<file path="src/rtl/core/afd_pkg.sv">
// shared types and constants for the accelerometer fall detector
package afd_pkg;

  localparam int MAG_W      = 16;
  localparam int RADICAND_W = 2 * MAG_W;
  localparam int THRESH_W   = 16;
  localparam int CFG_IDX_W  = 2;
  localparam int SQRT_STEPS = MAG_W;
  localparam int DIV_STEPS  = MAG_W;

  localparam logic [CFG_IDX_W-1:0] REG_LOW_THRESHOLD  = 2'd0;
  localparam logic [CFG_IDX_W-1:0] REG_HIGH_THRESHOLD = 2'd1;

  localparam logic [THRESH_W-1:0] LOW_THRESHOLD_RESET  = 16'd2048;
  localparam logic [THRESH_W-1:0] HIGH_THRESHOLD_RESET = 16'd7373;

  // status of a serial arithmetic unit
  typedef struct packed {
    logic busy;
    logic done;
  } unit_stat_t;

  typedef enum logic [2:0] {
    ST_IDLE,
    ST_SQUARE,
    ST_ROOT_GO,
    ST_ROOT_WAIT,
    ST_SUM,
    ST_DIV_GO,
    ST_DIV_WAIT,
    ST_OUT
  } state_t;

endpackage

</file>
<file path="src/rtl/core/accel_magnitude_fall_detector_core.sv">
// top level of the accelerometer magnitude fall detector
// Each sample beat yields one result beat. After acceptance the three axes are squared and
// added through one shared 16x16 multiplier. ROOT_GO starts the serial square-root unit,
// which then runs one root bit per cycle and signals done. SUM updates the ring and the
// running sum, DIV_GO starts the serial divide by WINDOW, which also signals done when
// finished, and OUT loads the output register. The next sample is taken the cycle after
// the result is loaded into the output register, which holds it until it is taken. So no
// sample is accepted while the previous one is still in flight, and a result beat still
// waiting when the next one is ready holds the block until it is taken. The ring of WINDOW
// magnitudes sits in a memory with one valid flop per entry, so reset clears it at once
// with no clearing pass; an entry not yet written reads as zero. Thresholds are written
// through the cfg port; the user must write them only while the block is idle, as the
// block itself does not enforce it; an unknown index is ignored.
module accel_magnitude_fall_detector_core #(
  parameter int WINDOW = 32
) (
  input  logic                              clk,
  input  logic                              rst,
  input  logic                              cfg_write,
  input  logic [afd_pkg::CFG_IDX_W-1:0]     cfg_index,
  input  logic [afd_pkg::THRESH_W-1:0]      cfg_data,
  input  logic                              in_valid,
  output logic                              in_ready,
  input  logic signed [15:0]                accel_x,
  input  logic signed [15:0]                accel_y,
  input  logic signed [15:0]                accel_z,
  input  logic                              timeout_flag,
  output logic                              out_valid,
  input  logic                              out_ready,
  output logic                              phase,
  output logic                              fall_detected,
  output logic [afd_pkg::MAG_W-1:0]         mean_magnitude
);

  localparam int SLOT_W = $clog2(WINDOW);
  localparam int SUM_W  = afd_pkg::MAG_W + SLOT_W;
  localparam logic [SUM_W-1:0]  SUM_MAX   = SUM_W'(WINDOW * 65535);
  localparam logic [SLOT_W-1:0] LAST_SLOT = SLOT_W'(WINDOW - 1);

  afd_pkg::state_t state, state_next;

  logic [afd_pkg::THRESH_W-1:0]   low_threshold;
  logic [afd_pkg::THRESH_W-1:0]   high_threshold;

  logic signed [15:0]             x_q, y_q, z_q;
  logic                           timeout_q;
  logic [1:0]                     sq_cnt;
  logic signed [15:0]             axis;
  logic signed [31:0]             product;
  logic [afd_pkg::RADICAND_W-1:0] sq_sum;

  logic [afd_pkg::MAG_W-1:0]      ring [WINDOW];
  logic [WINDOW-1:0]              ring_valid;
  logic [afd_pkg::MAG_W-1:0]      ring_q;
  logic                           ring_valid_q;
  logic [afd_pkg::MAG_W-1:0]      oldest;
  logic [SLOT_W-1:0]              write_slot;
  logic [SUM_W-1:0]               window_sum;
  logic                           detector_phase;

  logic                           root_start, div_start, out_load;
  logic [afd_pkg::MAG_W-1:0]      mag;
  logic [afd_pkg::MAG_W-1:0]      mean;
  afd_pkg::unit_stat_t            root_stat, div_stat;

  logic                           in_pre, fall, phase_next;

  afd_isqrt u_isqrt (
    .clk      (clk),
    .rst      (rst),
    .start    (root_start),
    .radicand (sq_sum),
    .root     (mag),
    .stat     (root_stat)
  );

  afd_div #(
    .WINDOW (WINDOW)
  ) u_div (
    .clk      (clk),
    .rst      (rst),
    .start    (div_start),
    .dividend (window_sum),
    .quotient (mean),
    .stat     (div_stat)
  );

  // configuration registers
  always_ff @(posedge clk) begin
    if (rst) begin
      low_threshold  <= afd_pkg::LOW_THRESHOLD_RESET;
      high_threshold <= afd_pkg::HIGH_THRESHOLD_RESET;
    end else if (cfg_write) begin
      unique case (cfg_index)
        afd_pkg::REG_LOW_THRESHOLD:  low_threshold  <= cfg_data;
        afd_pkg::REG_HIGH_THRESHOLD: high_threshold <= cfg_data;
        default: ;
      endcase
    end
  end

  always_ff @(posedge clk) begin
    if (rst) begin
      state <= afd_pkg::ST_IDLE;
    end else begin
      state <= state_next;
    end
  end

  always_comb begin
    state_next = state;
    in_ready   = 1'b0;
    root_start = 1'b0;
    div_start  = 1'b0;
    out_load   = 1'b0;
    unique case (state)
      afd_pkg::ST_IDLE: begin
        in_ready = 1'b1;
        if (in_valid) state_next = afd_pkg::ST_SQUARE;
      end
      afd_pkg::ST_SQUARE: begin
        if (sq_cnt == 2'd3) state_next = afd_pkg::ST_ROOT_GO;
      end
      afd_pkg::ST_ROOT_GO: begin
        root_start = 1'b1;
        state_next = afd_pkg::ST_ROOT_WAIT;
      end
      afd_pkg::ST_ROOT_WAIT: begin
        if (root_stat.done) state_next = afd_pkg::ST_SUM;
      end
      afd_pkg::ST_SUM: begin
        state_next = afd_pkg::ST_DIV_GO;
      end
      afd_pkg::ST_DIV_GO: begin
        div_start  = 1'b1;
        state_next = afd_pkg::ST_DIV_WAIT;
      end
      afd_pkg::ST_DIV_WAIT: begin
        if (div_stat.done) state_next = afd_pkg::ST_OUT;
      end
      afd_pkg::ST_OUT: begin
        if (!out_valid || out_ready) begin
          out_load   = 1'b1;
          state_next = afd_pkg::ST_IDLE;
        end
      end
      default: state_next = afd_pkg::ST_IDLE;
    endcase
  end

  // sample capture and sum of squares, one axis per cycle
  always_comb begin
    unique case (sq_cnt)
      2'd0:    axis = x_q;
      2'd1:    axis = y_q;
      default: axis = z_q;
    endcase
  end

  always_ff @(posedge clk) begin
    if (in_valid && in_ready) begin
      x_q       <= accel_x;
      y_q       <= accel_y;
      z_q       <= accel_z;
      timeout_q <= timeout_flag;
      sq_cnt    <= 2'd0;
      sq_sum    <= '0;
    end else if (state == afd_pkg::ST_SQUARE) begin
      sq_cnt  <= sq_cnt + 2'd1;
      product <= 32'(axis) * 32'(axis);
      if (sq_cnt != 2'd0) sq_sum <= sq_sum + unsigned'(product);
    end
  end

  // ring memory; the slot advances only at the ring update of each item
  always_ff @(posedge clk) begin
    ring_q <= ring[write_slot];
    if (state == afd_pkg::ST_SUM) ring[write_slot] <= mag;
  end

  assign oldest = ring_valid_q ? ring_q : '0;

  always_ff @(posedge clk) begin
    if (rst) begin
      ring_valid     <= '0;
      ring_valid_q   <= 1'b0;
      write_slot     <= '0;
      window_sum     <= '0;
      detector_phase <= 1'b0;
    end else begin
      ring_valid_q <= ring_valid[write_slot];
      if (state == afd_pkg::ST_SUM) begin
        ring_valid[write_slot] <= 1'b1;
        window_sum <= window_sum - SUM_W'(oldest) + SUM_W'(mag);
        write_slot <= (write_slot == LAST_SLOT) ? '0 : write_slot + 1'b1;
      end
      if (out_load) detector_phase <= phase_next;
    end
  end

  // idle may drop into pre-fall and be checked against the same mean
  assign in_pre     = detector_phase || (mean < low_threshold);
  assign fall       = in_pre && (mean > high_threshold);
  assign phase_next = in_pre && !fall && !timeout_q;

  always_ff @(posedge clk) begin
    if (rst) begin
      out_valid <= 1'b0;
    end else if (out_load) begin
      out_valid <= 1'b1;
    end else if (out_ready) begin
      out_valid <= 1'b0;
    end
  end

  always_ff @(posedge clk) begin
    if (out_load) begin
      phase          <= phase_next;
      fall_detected  <= fall;
      mean_magnitude <= mean;
    end
  end

`ifndef SYNTHESIS
  a_units_idle_on_accept: assert property (@(posedge clk) disable iff (rst)
    in_ready |-> !root_stat.busy && !div_stat.busy)
    else $error("sample taken while a serial unit is busy");

  a_root_done_state: assert property (@(posedge clk) disable iff (rst)
    root_stat.done |-> state == afd_pkg::ST_ROOT_WAIT)
    else $error("square root finished outside its wait state");

  a_div_done_state: assert property (@(posedge clk) disable iff (rst)
    div_stat.done |-> state == afd_pkg::ST_DIV_WAIT)
    else $error("divide finished outside its wait state");

  a_sum_bound: assert property (@(posedge clk) disable iff (rst)
    window_sum <= SUM_MAX)
    else $error("window sum beyond the window of full-scale magnitudes");

  a_fall_idle: assert property (@(posedge clk) disable iff (rst)
    out_load && fall |=> !detector_phase && !phase)
    else $error("fall beat did not return the detector to idle");
`endif

endmodule

</file>
<file path="src/rtl/core/afd_isqrt.sv">
// digit-serial integer square root, one root bit per cycle
module afd_isqrt (
  input  logic                               clk,
  input  logic                               rst,
  input  logic                               start,
  input  logic [afd_pkg::RADICAND_W-1:0]     radicand,
  output logic [afd_pkg::MAG_W-1:0]          root,
  output afd_pkg::unit_stat_t                stat
);

  localparam int CNT_W = $clog2(afd_pkg::SQRT_STEPS);
  localparam int REM_W = afd_pkg::MAG_W + 3;

  logic [CNT_W-1:0]                 cnt;
  logic [afd_pkg::RADICAND_W-1:0]   rad_sr;
  logic [REM_W-1:0]                 rem;
  logic [REM_W-1:0]                 rem_shift;
  logic [REM_W-1:0]                 trial;
  logic                             take;

  // remainder never exceeds twice the partial root, so its low bits suffice
  assign rem_shift = {rem[REM_W-3:0], rad_sr[afd_pkg::RADICAND_W-1 -: 2]};
  assign trial     = {1'b0, root, 2'b01};
  assign take      = rem_shift >= trial;

  always_ff @(posedge clk) begin
    if (rst) begin
      stat <= '0;
      cnt  <= '0;
    end else begin
      stat.done <= 1'b0;
      if (start) begin
        stat.busy <= 1'b1;
        cnt       <= '0;
      end else if (stat.busy) begin
        cnt <= cnt + 1'b1;
        if (cnt == CNT_W'(afd_pkg::SQRT_STEPS - 1)) begin
          stat.busy <= 1'b0;
          stat.done <= 1'b1;
        end
      end
    end
  end

  always_ff @(posedge clk) begin
    if (start) begin
      rad_sr <= radicand;
      rem    <= '0;
      root   <= '0;
    end else if (stat.busy) begin
      rad_sr <= {rad_sr[afd_pkg::RADICAND_W-3:0], 2'b00};
      if (take) begin
        rem  <= rem_shift - trial;
        root <= {root[afd_pkg::MAG_W-2:0], 1'b1};
      end else begin
        rem  <= rem_shift;
        root <= {root[afd_pkg::MAG_W-2:0], 1'b0};
      end
    end
  end

endmodule

</file>
<file path="src/rtl/core/afd_div.sv">
// bit-serial division of the window sum by the window length
module afd_div #(
  parameter int WINDOW = 32
) (
  input  logic                                      clk,
  input  logic                                      rst,
  input  logic                                      start,
  input  logic [afd_pkg::MAG_W+$clog2(WINDOW)-1:0]  dividend,
  output logic [afd_pkg::MAG_W-1:0]                 quotient,
  output afd_pkg::unit_stat_t                       stat
);

  localparam int RW    = $clog2(WINDOW);
  localparam int SUM_W = afd_pkg::MAG_W + RW;
  localparam int CNT_W = $clog2(afd_pkg::DIV_STEPS);
  localparam logic [RW:0] DIVISOR = (RW+1)'(WINDOW);

  logic [CNT_W-1:0]          cnt;
  logic [RW-1:0]             r;
  logic [afd_pkg::MAG_W-1:0] low_sr;
  logic [RW:0]               t;
  logic                      take;

  assign t    = {r, low_sr[afd_pkg::MAG_W-1]};
  assign take = t >= DIVISOR;

  always_ff @(posedge clk) begin
    if (rst) begin
      stat <= '0;
      cnt  <= '0;
    end else begin
      stat.done <= 1'b0;
      if (start) begin
        stat.busy <= 1'b1;
        cnt       <= '0;
      end else if (stat.busy) begin
        cnt <= cnt + 1'b1;
        if (cnt == CNT_W'(afd_pkg::DIV_STEPS - 1)) begin
          stat.busy <= 1'b0;
          stat.done <= 1'b1;
        end
      end
    end
  end

  // the upper bits of the sum are already below the divisor, so only the
  // sixteen quotient bits need a step each
  always_ff @(posedge clk) begin
    if (start) begin
      r        <= dividend[SUM_W-1:afd_pkg::MAG_W];
      low_sr   <= dividend[afd_pkg::MAG_W-1:0];
      quotient <= '0;
    end else if (stat.busy) begin
      low_sr <= {low_sr[afd_pkg::MAG_W-2:0], 1'b0};
      if (take) begin
        r        <= RW'(t - DIVISOR);
        quotient <= {quotient[afd_pkg::MAG_W-2:0], 1'b1};
      end else begin
        r        <= t[RW-1:0];
        quotient <= {quotient[afd_pkg::MAG_W-2:0], 1'b0};
      end
    end
  end

endmodule

</file>
<file path="config.mk">
export PLATFORM = sky130hd
export DESIGN_NAME = accel_magnitude_fall_detector_core
export DESIGN_NICKNAME = d
export VERILOG_FILES = /design/src/rtl/core/afd_pkg.sv /design/src/rtl/core/accel_magnitude_fall_detector_core.sv /design/src/rtl/core/afd_isqrt.sv /design/src/rtl/core/afd_div.sv
export SDC_FILE = /design/constraint.sdc
export NUM_CORES = 2
export LEC_CHECK = 0
export BUFFER_PORTS_ARGS = -buffer_cell sky130_fd_sc_hd__buf_4
export CORE_MARGIN = 2
export CORE_UTILIZATION = 64
export CTS_BUF_LIST = sky130_fd_sc_hd__clkbuf_16
export DETAILED_ROUTE_END_ITERATION = 8
export GPL_TIMING_DRIVEN = 0
export PLACE_DENSITY_LB_ADDON = 0.25
export RECOVER_POWER = 50
export SLEW_MARGIN = 20
export SYNTH_ARGS = -nofsm -noshare
export SYNTH_HDL_FRONTEND = slang
export SYNTH_SLANG_ARGS = --single-unit
</file>
<file path="constraint.sdc">
create_clock -name clk -period 8.9 [get_ports clk]
set_clock_uncertainty 0.15 [all_clocks]
set_input_delay 0.89 -clock clk [delete_from_list [all_inputs] [get_ports clk]]
set_output_delay 0.89 -clock clk [all_outputs]
set_load 0.02 [all_outputs]
</file>
==> reports/results.tsv <==
metric	value	unit
Hold WC Path Type	input pin to register	
CP most frequent cell	fa_1	
vias per cell	6.183	
Die Y	271.3	µm
drt wl/cell	23.93	µm
Synth Area in Compound Gates	7.912	%
CTS tree	done	
Max-Cap Viols	12	
largest net degree at the start of global routing	50	
failing checks	max-capacitance violations, max-slew violations	
Crit path required time	9.21	ns
IO Pins	92	
FF-to-FF Start	sq_cnt[0]	
largest family of logic cells by synthesized area	adder cells	
die width	271.3	µm
top-count cell post-synth	edfxtp_1	
area leader, netlist	edfxtp_1	
Post-Synth Adder-Cell Area	16.39	%
slew margin rel.	-79.75	%
vias in the first global route	30531	
internal reg-to-reg setup slack	0.38	ns
Synth Area per Inst	12.61	µm²
part of the cycle the worst path needs	95.77	%
dpl cell area	0.04820	mm²
Pre-antenna DRT Iters	6	
layout cells sized above 1	11.31	%
synthesized area	0.04572	mm²
CP Buf/Inv Count	8	
Post-synth EDFFs	663	
Placer Congestion	0.9883	
top cells by area, synth	edfxtp_1 44%, fa_1 11%, dfxtp_1 9.1%	
row count	97	
count of final setup violators	0	
I/O Buffers	91	
Yosys reg bits	870	
post-synth net total	4146	
Worst setup SP type	register	
core area	0.07039	mm²
DP Wirelength	79850	µm
Top FF cell, synth	edfxtp_1	
unrepaired setup endpoints after global routing	no	
hold buffer count at CTS	0	
top cell type's share of synthesized area	43.55	%
Starting DRT DRC Count	3621	
via count	29996	
Starting Density	64.94	%
HP Start	accel_y[15]	
Worst EP arrival	8.84	ns
reg2reg end	product[30]	
residual DRC count	0	
Worst path slowest cell	fa_1	
GRT overflow	0	
nets	4361	
CTS max path bufs	3	
initial antenna violation count	2	
CTS buffer count	85	
Clock Pin Slew Worst Setup and Hold Paths	0.06	ns
Critical Path Source	sq_cnt[0]	
CTS H-tree depth	3	
mux cell area share after synthesis	7.762	%
post-route minimum period	8.524	ns
Final Max Tran Viols	411	
Synth Area in XOR/XNOR	1.820	%
Max stage delay on crit path	0.56	ns
clock insertion delay at the later pin of the skew report	0.65	ns
GRT Util Overall	32.05	%
Finished Cell Area	0.05091	mm²
FILL cells	4620	
post-CTS setup repair buffer count	0	
f_max	0.1173	GHz
final WL	116100	µm
status	finished, violations left	
endpoint type of the worst setup path	register	
Detail Route Antenna Nets	0	
Crit path max-delay family	adder cells	
area delta synth->final	11.36	%
worst hold stages	1	
CP Max Fanout	10	
first-pass GRT wire length	178500	µm
clk sinks	870	
crit path kind	register to register	
die area	0.07358	mm²
Async SR Flop Fraction	0	%
Yosys cell types	79	
YS warnings	0	
worst slew pin tran	2.696	ns
root buffer cell	clkbuf_16	
Syn Inst Count	3624	
Hold Path End	y_q[15]	
Post-Synth Simple-Gate Area	8.517	%
top cells by instance count after synthesis	663 x edfxtp_1, 450 x inv_1, 352 x nand2_1, 262 x nor2_1, 248 x fa_1	
R2R depth	25	
Total Neg Setup Slack	0	ns
hold violation total from the final report	0	
sequential area share after synthesis	52.61	%
## final cells by class
type | instances | area (µm²) | area share [%]
antenna | 2 | 5.005 | 0.009831
tap | 940 | 1176 | 2.310
timing repair buffer | 129 | 1002 | 1.969
buffer | 146 | 569.3 | 1.118
multi-input combinational | 2150 | 19510 | 38.33
sequential | 870 | 24050 | 47.25
clock buffer | 86 | 2152 | 4.227
clock inverter | 71 | 723.2 | 1.421
inverter | 457 | 1715 | 3.369
## cells by family after synthesis
family | count (synthesis)
simple gates | 872
buf+inv | 604
flops | 870
compound gates | 550
mux | 183
xor+xnor | 95
fa+ha+maj | 450
## what timing repair did
action	in CTS	in global routing
pin swaps	0	0
endpoints found under the setup margin	13	9
gates resized for setup	4	10
hold endpoints to repair	0	0
## per-layer routing
layer  track usage, %  vias to the layer above  share of wire (%)
met1            42.61                    14710                 38
met4            12.67                        2                4.3
met5           0.3209                        -              0.028
li1                 -                    13205                  -
met2            50.21                     1719                 46
met3            9.359                      360                 12
## worst max-delay path by stage
stage / endpoint / slack (ns) / cells past startpoint
floorplan: product[28] / 1.42 / 26
global placement: product[28] / -0.32 / 28
detailed placement: product[30] / -0.50 / 28
CTS: product[30] / 0.05 / 26
global route: product[30] / 0.07 / 26
finish: product[30] / 0.38 / 25
## worst reg2reg max path, delay by kind of cell (launching register included)
family | cells | cell delay, ns
flops | 1 | 0.44
fa+ha+maj | 8 | 3.70
compound gates | 6 | 1.46
buf+inv | 8 | 1.85
simple gates | 3 | 0.75
## layout by cell type (no fill, tap or decap), types with 45 or more instances in the layout
| master | instances |
|---|---|
| dfxtp_1 | 207 |
| nand2_1 | 352 |
| a22oi_1 | 69 |
| clkbuf_4 | 48 |
| nor3_1 | 45 |
| o21ai_0 | 87 |
| inv_1 | 468 |
| mux4_2 | 137 |
| nor2_1 | 233 |
| xnor2_1 | 62 |
| a21oi_1 | 164 |
| clkbuf_1 | 135 |
| edfxtp_1 | 663 |
| a21o_1 | 58 |
| ha_1 | 201 |
| fa_1 | 248 |
| clkbuf_16 | 86 |
## stage by stage
step	util, %	std cells	hold slack (ns)	setup WS [ns]
2_1_floorplan	-	3624	0.2819	1.419
3_3_place_gp	67.59	4655	0.2876	-0.3241
3_5_place_dp	68.47	4693	0.2950	-0.4994
4_1_cts	72.57	4849	0.2451	0.04748
5_1_grt	72.32	4849	0.2767	0.06635
6_report	72.32	4851	0.2898	0.3762
## flip-flops by register name, indices dropped and copies added, names as in the netlist, 3 cells and up
signal	count
state	3
u_div.low_sr	16
ring_valid	32
low_threshold	16
sq_sum	32
write_slot	5
mean_magnitude	16
ring	512
u_isqrt.root	16
product	31
u_isqrt.rad_sr	32
window_sum	21
u_div.quotient	16
u_div.r	5
x_q	16
u_isqrt.cnt	4
u_isqrt.rem	17
high_threshold	16
ring_q	16
u_div.cnt	4
y_q	16
z_q	16
Power is left out: the tool's default activity adds up to more than one toggle a clock period on the data nets, which glitch-free logic cannot reach.
